===== src/rtl/core/sdaf_pkg.sv =====
// ----------------------------------------------------------------------------
// sdaf_pkg
// Shared constants and types for the signed decimal ASCII formatter.
// ----------------------------------------------------------------------------
package sdaf_pkg;

    localparam logic [7:0] CHAR_ZERO  = 8'h30;
    localparam logic [7:0] CHAR_MINUS = 8'h2D;
    localparam logic [7:0] CHAR_NINE  = 8'h39;

    // Converter to emitter hand-off status
    typedef struct packed {
        logic valid;
        logic negative;
    } t_conv_info;

endpackage


===== src/rtl/core/sdaf_bin2bcd.sv =====
// ----------------------------------------------------------------------------
// sdaf_bin2bcd
// Bit-serial binary to BCD converter (shift and add-3), one input bit per
// cycle. Holds the finished digits until the emitter takes them.
// ----------------------------------------------------------------------------
module sdaf_bin2bcd
    import sdaf_pkg::*;
#(
    parameter int VALUE_WIDTH = 32,
    parameter int NUM_DIGITS  = 12
) (
    input  logic                      i_clk,
    input  logic                      i_rst_n,
    input  logic                      i_valid,
    output logic                      o_stall,
    input  logic [VALUE_WIDTH-1:0]    i_value,
    output t_conv_info                o_info,
    output logic [4*NUM_DIGITS-1:0]   o_bcd,
    input  logic                      i_take
);

    localparam int CW = $clog2(VALUE_WIDTH + 1);

    localparam logic [1:0] ST_IDLE = 2'd0;
    localparam logic [1:0] ST_RUN  = 2'd1;
    localparam logic [1:0] ST_DONE = 2'd2;

    logic [1:0]              r_state, n_state;
    logic [CW-1:0]           r_cnt, n_cnt;
    logic [VALUE_WIDTH-1:0]  r_bin, n_bin;
    logic [4*NUM_DIGITS-1:0] r_bcd, n_bcd;
    logic                    r_neg, n_neg;
    logic [4*NUM_DIGITS-1:0] w_adj;

    // Add 3 to every digit of five or more before the doubling shift
    always_comb begin
        logic [3:0] v_dig;
        v_dig = '0;
        for (int d = 0; d < NUM_DIGITS; d++) begin
            v_dig = r_bcd[d*4 +: 4];
            w_adj[d*4 +: 4] = (v_dig >= 4'd5) ? v_dig + 4'd3 : v_dig;
        end
    end

    always_comb begin
        n_state = r_state;
        n_cnt   = r_cnt;
        n_bin   = r_bin;
        n_bcd   = r_bcd;
        n_neg   = r_neg;
        unique case (r_state)
            ST_IDLE: begin
                if (i_valid) begin
                    n_neg   = i_value[VALUE_WIDTH-1];
                    n_bin   = i_value[VALUE_WIDTH-1] ? -i_value : i_value;
                    n_bcd   = '0;
                    n_cnt   = CW'(VALUE_WIDTH);
                    n_state = ST_RUN;
                end
            end
            ST_RUN: begin
                n_bcd = {w_adj[4*NUM_DIGITS-2:0], r_bin[VALUE_WIDTH-1]};
                n_bin = {r_bin[VALUE_WIDTH-2:0], 1'b0};
                n_cnt = r_cnt - 1'b1;
                if (r_cnt == CW'(1)) begin
                    n_state = ST_DONE;
                end
            end
            ST_DONE: begin
                if (i_take) begin
                    n_state = ST_IDLE;
                end
            end
            default: n_state = ST_IDLE;
        endcase
    end

    always_ff @(posedge i_clk) begin
        if (!i_rst_n) begin
            r_state <= ST_IDLE;
            r_cnt   <= '0;
        end else begin
            r_state <= n_state;
            r_cnt   <= n_cnt;
        end
        r_bin <= n_bin;
        r_bcd <= n_bcd;
        r_neg <= n_neg;
    end

    assign o_stall         = (r_state != ST_IDLE);
    assign o_info.valid    = (r_state == ST_DONE);
    assign o_info.negative = r_neg;
    assign o_bcd           = r_bcd;

endmodule


===== src/rtl/core/sdaf_emit.sv =====
// ----------------------------------------------------------------------------
// sdaf_emit
// Character emitter: sends the sign of a negative value, then scans the BCD
// digits from the top one per cycle unless stalled, dropping leading zeros.
// ----------------------------------------------------------------------------
module sdaf_emit
    import sdaf_pkg::*;
#(
    parameter int NUM_DIGITS  = 12,
    parameter int DIGIT_SLOTS = 12
) (
    input  logic                      i_clk,
    input  logic                      i_rst_n,
    input  t_conv_info                i_info,
    input  logic [4*NUM_DIGITS-1:0]   i_bcd,
    output logic                      o_take,
    output logic                      o_valid,
    input  logic                      i_stall,
    output logic [7:0]                o_ascii_char,
    output logic                      o_last_char
);

    localparam int IW = $clog2(NUM_DIGITS);
    localparam logic [IW:0] SLOTS_W = (IW+1)'(DIGIT_SLOTS);

    localparam logic [1:0] ST_IDLE = 2'd0;
    localparam logic [1:0] ST_SIGN = 2'd1;
    localparam logic [1:0] ST_SCAN = 2'd2;

    logic [1:0]              r_state, n_state;
    logic [4*NUM_DIGITS-1:0] r_dig, n_dig;
    logic [IW-1:0]           r_idx, n_idx;
    logic                    r_seen, n_seen;
    logic                    r_valid, n_valid;
    logic [7:0]              r_char, n_char;
    logic                    r_last, n_last;
    logic                    w_free;
    logic [3:0]              w_top;
    logic                    w_seen;

    assign w_free = !r_valid || !i_stall;
    assign w_top  = r_dig[4*NUM_DIGITS-1 -: 4];
    assign w_seen = r_seen || (w_top != 4'd0);
    assign o_take = (r_state == ST_IDLE) && i_info.valid;

    always_comb begin
        n_state = r_state;
        n_dig   = r_dig;
        n_idx   = r_idx;
        n_seen  = r_seen;
        n_valid = r_valid && i_stall;
        n_char  = r_char;
        n_last  = r_last;
        unique case (r_state)
            ST_IDLE: begin
                if (i_info.valid) begin
                    n_dig   = i_bcd;
                    n_idx   = IW'(NUM_DIGITS - 1);
                    n_seen  = 1'b0;
                    n_state = i_info.negative ? ST_SIGN : ST_SCAN;
                end
            end
            ST_SIGN: begin
                if (w_free) begin
                    n_valid = 1'b1;
                    n_char  = CHAR_MINUS;
                    n_last  = 1'b0;
                    n_state = ST_SCAN;
                end
            end
            ST_SCAN: begin
                if (w_free) begin
                    // Emit inside the slot window once a nonzero digit was seen;
                    // the units digit always goes out
                    if (({1'b0, r_idx} < SLOTS_W) && (w_seen || r_idx == '0)) begin
                        n_valid = 1'b1;
                        n_char  = CHAR_ZERO + {4'd0, w_top};
                        n_last  = (r_idx == '0);
                    end
                    n_seen = w_seen;
                    n_dig  = {r_dig[4*NUM_DIGITS-5:0], 4'd0};
                    n_idx  = r_idx - 1'b1;
                    if (r_idx == '0) begin
                        n_state = ST_IDLE;
                    end
                end
            end
            default: n_state = ST_IDLE;
        endcase
    end

    always_ff @(posedge i_clk) begin
        if (!i_rst_n) begin
            r_state <= ST_IDLE;
            r_valid <= 1'b0;
        end else begin
            r_state <= n_state;
            r_valid <= n_valid;
        end
        r_dig  <= n_dig;
        r_idx  <= n_idx;
        r_seen <= n_seen;
        r_char <= n_char;
        r_last <= n_last;
    end

    assign o_valid      = r_valid;
    assign o_ascii_char = r_char;
    assign o_last_char  = r_last;

endmodule


===== src/rtl/core/signed_decimal_ascii_formatter_core.sv =====
// The converter takes the next value while the emitter still scans the previous
// one; output stalls hold the emitter.
// Reset: synchronous, active low; clears both controllers and the output valid.
// ----------------------------------------------------------------------------
// signed_decimal_ascii_formatter_core
// Formats a signed value as decimal ASCII text, one character per word,
// most significant digit first, last character flagged.
// ----------------------------------------------------------------------------
module signed_decimal_ascii_formatter_core
    import sdaf_pkg::*;
#(
    parameter int VALUE_WIDTH = 32,
    parameter int DIGIT_SLOTS = 12
) (
    input  logic                   i_clk,
    input  logic                   i_rst_n,
    input  logic                   i_valid,
    output logic                   o_stall,
    input  logic [VALUE_WIDTH-1:0] i_value,
    output logic                   o_valid,
    input  logic                   i_stall,
    output logic [7:0]             o_ascii_char,
    output logic                   o_last_char
);

    localparam int FULL_DIGITS = (VALUE_WIDTH * 77) / 256 + 1;
    localparam int NUM_DIGITS  = (FULL_DIGITS > DIGIT_SLOTS) ? FULL_DIGITS : DIGIT_SLOTS;

    t_conv_info              w_info;
    logic [4*NUM_DIGITS-1:0] w_bcd;
    logic                    w_take;

    sdaf_bin2bcd #(
        .VALUE_WIDTH (VALUE_WIDTH),
        .NUM_DIGITS  (NUM_DIGITS)
    ) u_conv (
        .i_clk   (i_clk),
        .i_rst_n (i_rst_n),
        .i_valid (i_valid),
        .o_stall (o_stall),
        .i_value (i_value),
        .o_info  (w_info),
        .o_bcd   (w_bcd),
        .i_take  (w_take)
    );

    sdaf_emit #(
        .NUM_DIGITS  (NUM_DIGITS),
        .DIGIT_SLOTS (DIGIT_SLOTS)
    ) u_emit (
        .i_clk        (i_clk),
        .i_rst_n      (i_rst_n),
        .i_info       (w_info),
        .i_bcd        (w_bcd),
        .o_take       (w_take),
        .o_valid      (o_valid),
        .i_stall      (i_stall),
        .o_ascii_char (o_ascii_char),
        .o_last_char  (o_last_char)
    );

endmodule


===== config.mk =====
export PLATFORM = sky130hd
export DESIGN_NAME = signed_decimal_ascii_formatter_core
export DESIGN_NICKNAME = d
export VERILOG_FILES = /design/src/rtl/core/sdaf_pkg.sv /design/src/rtl/core/sdaf_bin2bcd.sv /design/src/rtl/core/sdaf_emit.sv /design/src/rtl/core/signed_decimal_ascii_formatter_core.sv
export SDC_FILE = /design/constraint.sdc
export NUM_CORES = 1
export LEC_CHECK = 0
export BUFFER_PORTS_ARGS = -buffer_cell sky130_fd_sc_hd__buf_2
export CAP_MARGIN = 20
export CELL_PAD_IN_SITES_DETAIL_PLACEMENT = 2
export CELL_PAD_IN_SITES_GLOBAL_PLACEMENT = 2
export CORE_ASPECT_RATIO = 0.75
export CORE_MARGIN = 3
export CORE_UTILIZATION = 46
export CTS_BUF_LIST = sky130_fd_sc_hd__clkbuf_2 sky130_fd_sc_hd__clkbuf_4 sky130_fd_sc_hd__clkbuf_8
export DETAILED_ROUTE_END_ITERATION = 7
export GPL_ROUTABILITY_DRIVEN = 0
export PLACE_DENSITY_LB_ADDON = 0.1
export SKIP_CTS_REPAIR_TIMING = 1
export SYNTH_ARGS = -nofsm -noshare
export SYNTH_HDL_FRONTEND = slang
export SYNTH_SLANG_ARGS = --single-unit

===== constraint.sdc =====
create_clock -name i_clk -period 12.5 [get_ports i_clk]
set_input_delay 0 -clock i_clk [delete_from_list [all_inputs] [get_ports i_clk]]
set_output_delay 0 -clock i_clk [all_outputs]
set_load 0.05 [all_outputs]

==> run summary, run 1 <==
top_reg_cell synth: edfxtp_1
Post-synth EDFFs: 140
grt ovf: 0
Tmin final: 2900 ps
mapped cell area: 7760 um^2
Compound-Gate Fraction of Synth Area: 0.113
Max Clock Skew: 13.6 ps
crit path kind: reg -> reg
Synth area leaders: edfxtp_1 54%, ha_1 5.0%, xor2_1 4.4%
Net count, final: 824
DP HPWL: 13300 um
Clock Tree Buf Depth: 2
DRT iter0 DRCs: 396
worst hold margin: -19.1 ps
post-route cell area: 8790 um^2
failing checks: hold timing
Finished Layout Cells: 980
Core Area: 16300 um^2
die span in x: 156 um
Clock Latency Late Sink: 490 ps
placed inst area: 8140 um^2
#FFs+latches synth: 151
drt total wl: 24300 um
CTS tree: done
Root Driver: clkbuf_8
commonest cells in the synthesized netlist: 140 x edfxtp_1, 85 x nand2_1, 64 x o21ai_0
Crit path arrival time: 3020 ps
max-slew violations: 0
first-pass GRT wire length: 34900 um
drt drc: 0
Syn Inst Count: 706
Ys Warns: 0
startpoint types: register
f_max: 345 MHz
vias per cell: 5.78
ANT cells: 0
DR vias: 5669
area grow syn2layout: 13.3%
IO buf count: 43
Chip Height: 118 um
Max Cap Viol: 0
worst path required time: 12620 ps
TritonRoute pass-1 iters: 5
Post-Syn Area per Cell: 11.0 um^2
Worst Max-Slew Pin Slew: 1090 ps
RSZ-0062 raised after global routing: false
Worst slew margin: 0.267
Yosys cell types: 46
share of layout cells above drive strength 1: 0.147
Setup TNS Final: 0 ps
Crit. End Element: register
Post-synth ARST share: 0
fraction of synthesized cell area in xor and xnor cells: 0.0598
power density over the cells: 195 nW/um^2
Clock Pin Slew Worst Setup and Hold Paths: 90 ps
routed len/inst: 24.8 um
placed instance count: 930
Yosys top cell by area: edfxtp_1
Final setup viols: 0
leakage: 3.23 nW
worst vdd rail ir drop: 0.0000867 V
vias in the first global route: 6180
critical path peak fanout: 87
run status: finished, violations left
Num CTS Buffers: 17
post-synthesis sequential area ratio: 0.570
total die area: 18500 um^2
Fin. Hold Viols: 1
largest family of logic cells by synthesized area: simple AND/OR/NAND/NOR gates
Ports: 47
largest net degree at the start of global routing: 88
post-synthesis adder-cell area fraction: 0.0500
row count: 40
antenna violations before repair: 0
PnR worst setup slack: 9600 ps
H-tree depth: 4
dpl ws: 9640 ps
gr usage total: 0.245
top-count cell post-synth: edfxtp_1
Simple-Gate Fraction of Synth Area: 0.135
Clock Sinks: 151
post-route ant nets: 0
mux contribution to synthesized area: 0.0332
Final period util: 0.232
Worst Hold Class: in -> reg
Initial Utilization: 0.477
post-synth top area share: 0.542
flip-flops by register name, indices dropped and copies added, names as in the netlist:
register and flops:
u_conv.o_bcd 48, u_emit.r_dig 48, u_emit.o_ascii_char 5, u_conv.r_state 2, u_conv.r_bin 32, u_emit.o_valid 1, u_emit.r_seen 1, u_emit.r_state 2
u_emit.r_idx 4, u_emit.o_last_char 1, u_conv.r_neg 1, u_conv.r_cnt 6
cells in the final DEF (no fill, tap or decap), types with 22 or more instances in the layout:
| master | netlist | final |
|---|---|---|
| inv_1 | 38 | 38 |
| a21oi_1 | 49 | 48 |
| o21ai_0 | 64 | 64 |
| xor2_1 | 39 | 39 |
| edfxtp_1 | 140 | 140 |
| mux2_2 | 22 | 22 |
| buf_2 | 2 | 43 |
| nand2_1 | 85 | 84 |
| nor2_1 | 62 | 62 |
| ha_1 | 31 | 30 |
critical path, cell delays in order (launching register included):
cell	delay, ps
dfxtp_1	350
inv_1	100
ha_2	180
buf_4	690
o21ai_0	360
a21oi_4	200
buf_4	620
final cells by class:
type	count	area, um^2
fillers	1593	7480
clock inverters	15	208
inverters	38	143
flip-flops and latches	151	4420
clock buffers	17	234
multi-input cells	485	3070
repair buffers	64	445
well taps	210	263
path summary, 6_finish.rpt:
path                                   startpoint               end  slack [ps]  cells past startpoint
worst max-delay path            u_emit.r_state[0]  u_emit.r_dig[22]        9600                      6
worst min-delay path                  i_value[18]  u_conv.r_bin[18]         -20                      3
worst max register to register  u_emit.r_state[0]  u_emit.r_dig[22]        9600                      6
worst min register to register    u_conv.r_cnt[5]   u_conv.r_cnt[5]         540                      1
where the power goes:
group	internal [mW]	switching, mW	leakage [nW]
Clock	0.235	0.211	0.224
Sequential	0.735	0.0716	1.45
Combinational	0.143	0.315	1.55
Total	1.11	0.598	3.23
stage by stage:
stage                util  power, mW  hold WS, ps
floorplan               -       1.09         98.9
CTS                 0.528       1.69         -190
global placement    0.500       1.18          321
global route        0.540       1.79         4.82
finish              0.540       1.71        -19.1
detailed placement  0.500       1.24          343
kinds of logic (layout without fill, tap and decap cells):
group,Yosys count,in the layout
simple gates,226,226
flops,151,151
compound gates,149,149
buf+inv,71,134
xor+xnor,53,53
fa+ha+maj,31,31
mux,23,23
other cells,2,3
layer usage:
metal / up-vias / wire length [um] / global-route usage / share of wire
met5: - / 0 / 0 / 0
met4: 0 / 683 / 0.0800 / 0.028
met3: 51 / 618 / 0.0501 / 0.025
met2: 122 / 12900 / 0.425 / 0.53
met1: 2902 / 10200 / 0.307 / 0.42
li1: 2594 / - / - / -
Note: power is estimated with default switching activity, not from simulation.
==> inputs of run 2 (changes only) <==
- CORE_UTILIZATION: 46 -> 38
- clock period: 12.5 -> 2.5 ns (I/O delays scaled with it)
==> run summary, run 2 (synthesized netlist as in run 1, its figures left out) <==
run status: finished, violations left
failing checks: hold timing
row count: 44 (+10%)
Max Clock Skew: 16.4 ps (+2.79 ps)
grt ovf: 0 (unchanged)
Setup TNS Final: 0 ps (unchanged)
Final period util: 0.958
Clock Pin Slew Worst Setup and Hold Paths: 90 ps (about the same)
worst path required time: 2700 ps (-9920 ps)
total power: 8.01 mW (+370%)
f_max: 417 MHz
post-route ant nets: 0 (unchanged)
RSZ-0062 raised after global routing: false
routed len/inst: 18.2 um (-27%)
total die area: 22200 um^2 (+20%)
Tmin final: 2400 ps
vias in the first global route: 5861 (-5.2%)
WL met3: 435 um (-30%)
drt total wl: 18800 um (-23%)
Num CTS Buffers: 17 (unchanged)
ANT cells: 0 (unchanged)
worst hold margin: -41.9 ps (-22.8 ps)
Fin. Hold Viols: 3 (+2)
dpl ws: 184 ps (-9460 ps)
Ports: 47 (unchanged)
gr usage total: 0.178 (-0.0679)
PnR worst setup slack: 104 ps (-9490 ps)
Clock Sinks: 151 (unchanged)
startpoint types: input port
Chip Height: 130 um (+9.5%)
TritonRoute pass-1 iters: 4 (-1)
Final setup viols: 0 (unchanged)
Net count, final: 834 (+1.2%)
Worst Max-Slew Pin Slew: 630 ps (-460 ps)
Layout fillers: 2069 (+30%)
DP HPWL: 12800 um (-3.5%)
H-tree depth: 4 (unchanged)
antenna violations before repair: 0 (unchanged)
critical path peak fanout: 11 (-87%)
top sig layer: met4
crit path kind: in -> reg
area grow syn2layout: 14.5%
Max Cap Viol: 0 (unchanged)
DRT iter0 DRCs: 302 (-24%)
Core Area: 19700 um^2 (+21%)
vias per cell: 5.21 (-9.9%)
Worst Hold Class: in -> reg
first-pass GRT wire length: 30900 um (-11%)
largest net degree at the start of global routing: 63 (-28%)
share of layout cells above drive strength 1: 0.155 (+0.00837)
CTS tree: done
Crit path arrival time: 2600 ps (-420 ps)
Initial Utilization: 0.394 (-0.0833)
worst vdd rail ir drop: 0.000552 V (+540%)
Clock Latency Late Sink: 470 ps (-20 ps)
power density over the cells: 901 nW/um^2 (+360%)
IO buf count: 43 (unchanged)
most common cell after layout, fill and taps aside: edfxtp_1
Final Util: 0.451 (-0.0896)
Worst slew margin: 0.580 (+0.313)
Clock Tree Buf Depth: 2 (unchanged)
DR vias: 5386 (-5.0%)
Crit. End Element: register
max-slew violations: 0 (unchanged)
Root Driver: clkbuf_8
drt drc: 0 (unchanged)
most frequent cells in the layout: 140 x edfxtp_1, 84 x nand2_1, 64 x o21ai_0
leakage: 3.24 nW (+0.28%)
met2 wire len: 9280 um (-28%)
met1 wire length: 8910 um (-12%)
die span in x: 171 um (+9.6%)
## run 2: critical path: stages
cell           delay [ps]
dlygate4sd3_1         530
buf_2                 130
inv_1                  80
ha_1                  160
or3b_2                490
or3_4                 450
o41ai_1               440
xor2_1                220
o21ai_0                90
## run 2: area by class of cell
cell class	count	area, um^2	area share
multi-input combinational	485	3070	0.346
clock inverter	15	145	0.0163
tap	253	317	0.0356
inverter	38	143	0.0161
timing repair buffer	74	548	0.0617
clock buffer	17	234	0.0263
sequential	151	4420	0.498
## run 2: power breakdown
part	switching, mW	internal (mW)	total (mW)
clock	1.05	0.809	1.86
sequential	0.297	3.66	3.95
combinational	1.41	0.782	2.20
total	2.76	5.25	8.01
## run 2: final timing paths
check	from	endpoint	slack (ps)	cells after the start
setup / recovery	i_value[0]	u_conv.r_bin[14]	100	9
hold / removal	i_value[3]	u_conv.r_bin[3]	-40	3
setup reg to reg	u_emit.r_idx[0]	u_emit.o_ascii_char[3]	640	6
hold reg to reg	u_conv.r_cnt[5]	u_conv.r_cnt[5]	490	1
## run 2: routing by layer
layer,track usage,vias to the layer above
li1,-,2618
met1,0.234,2696
met2,0.301,54
met3,0.0415,18
met4,0.0407,0
met5,0,-
## run 2: stage by stage
step                std cells  cell area [um^2]
floorplan                 707              7770
CTS                      1013              8680
global placement          981              8300
finish                   1033              8880
detailed placement        981              8300
global route             1033              8880
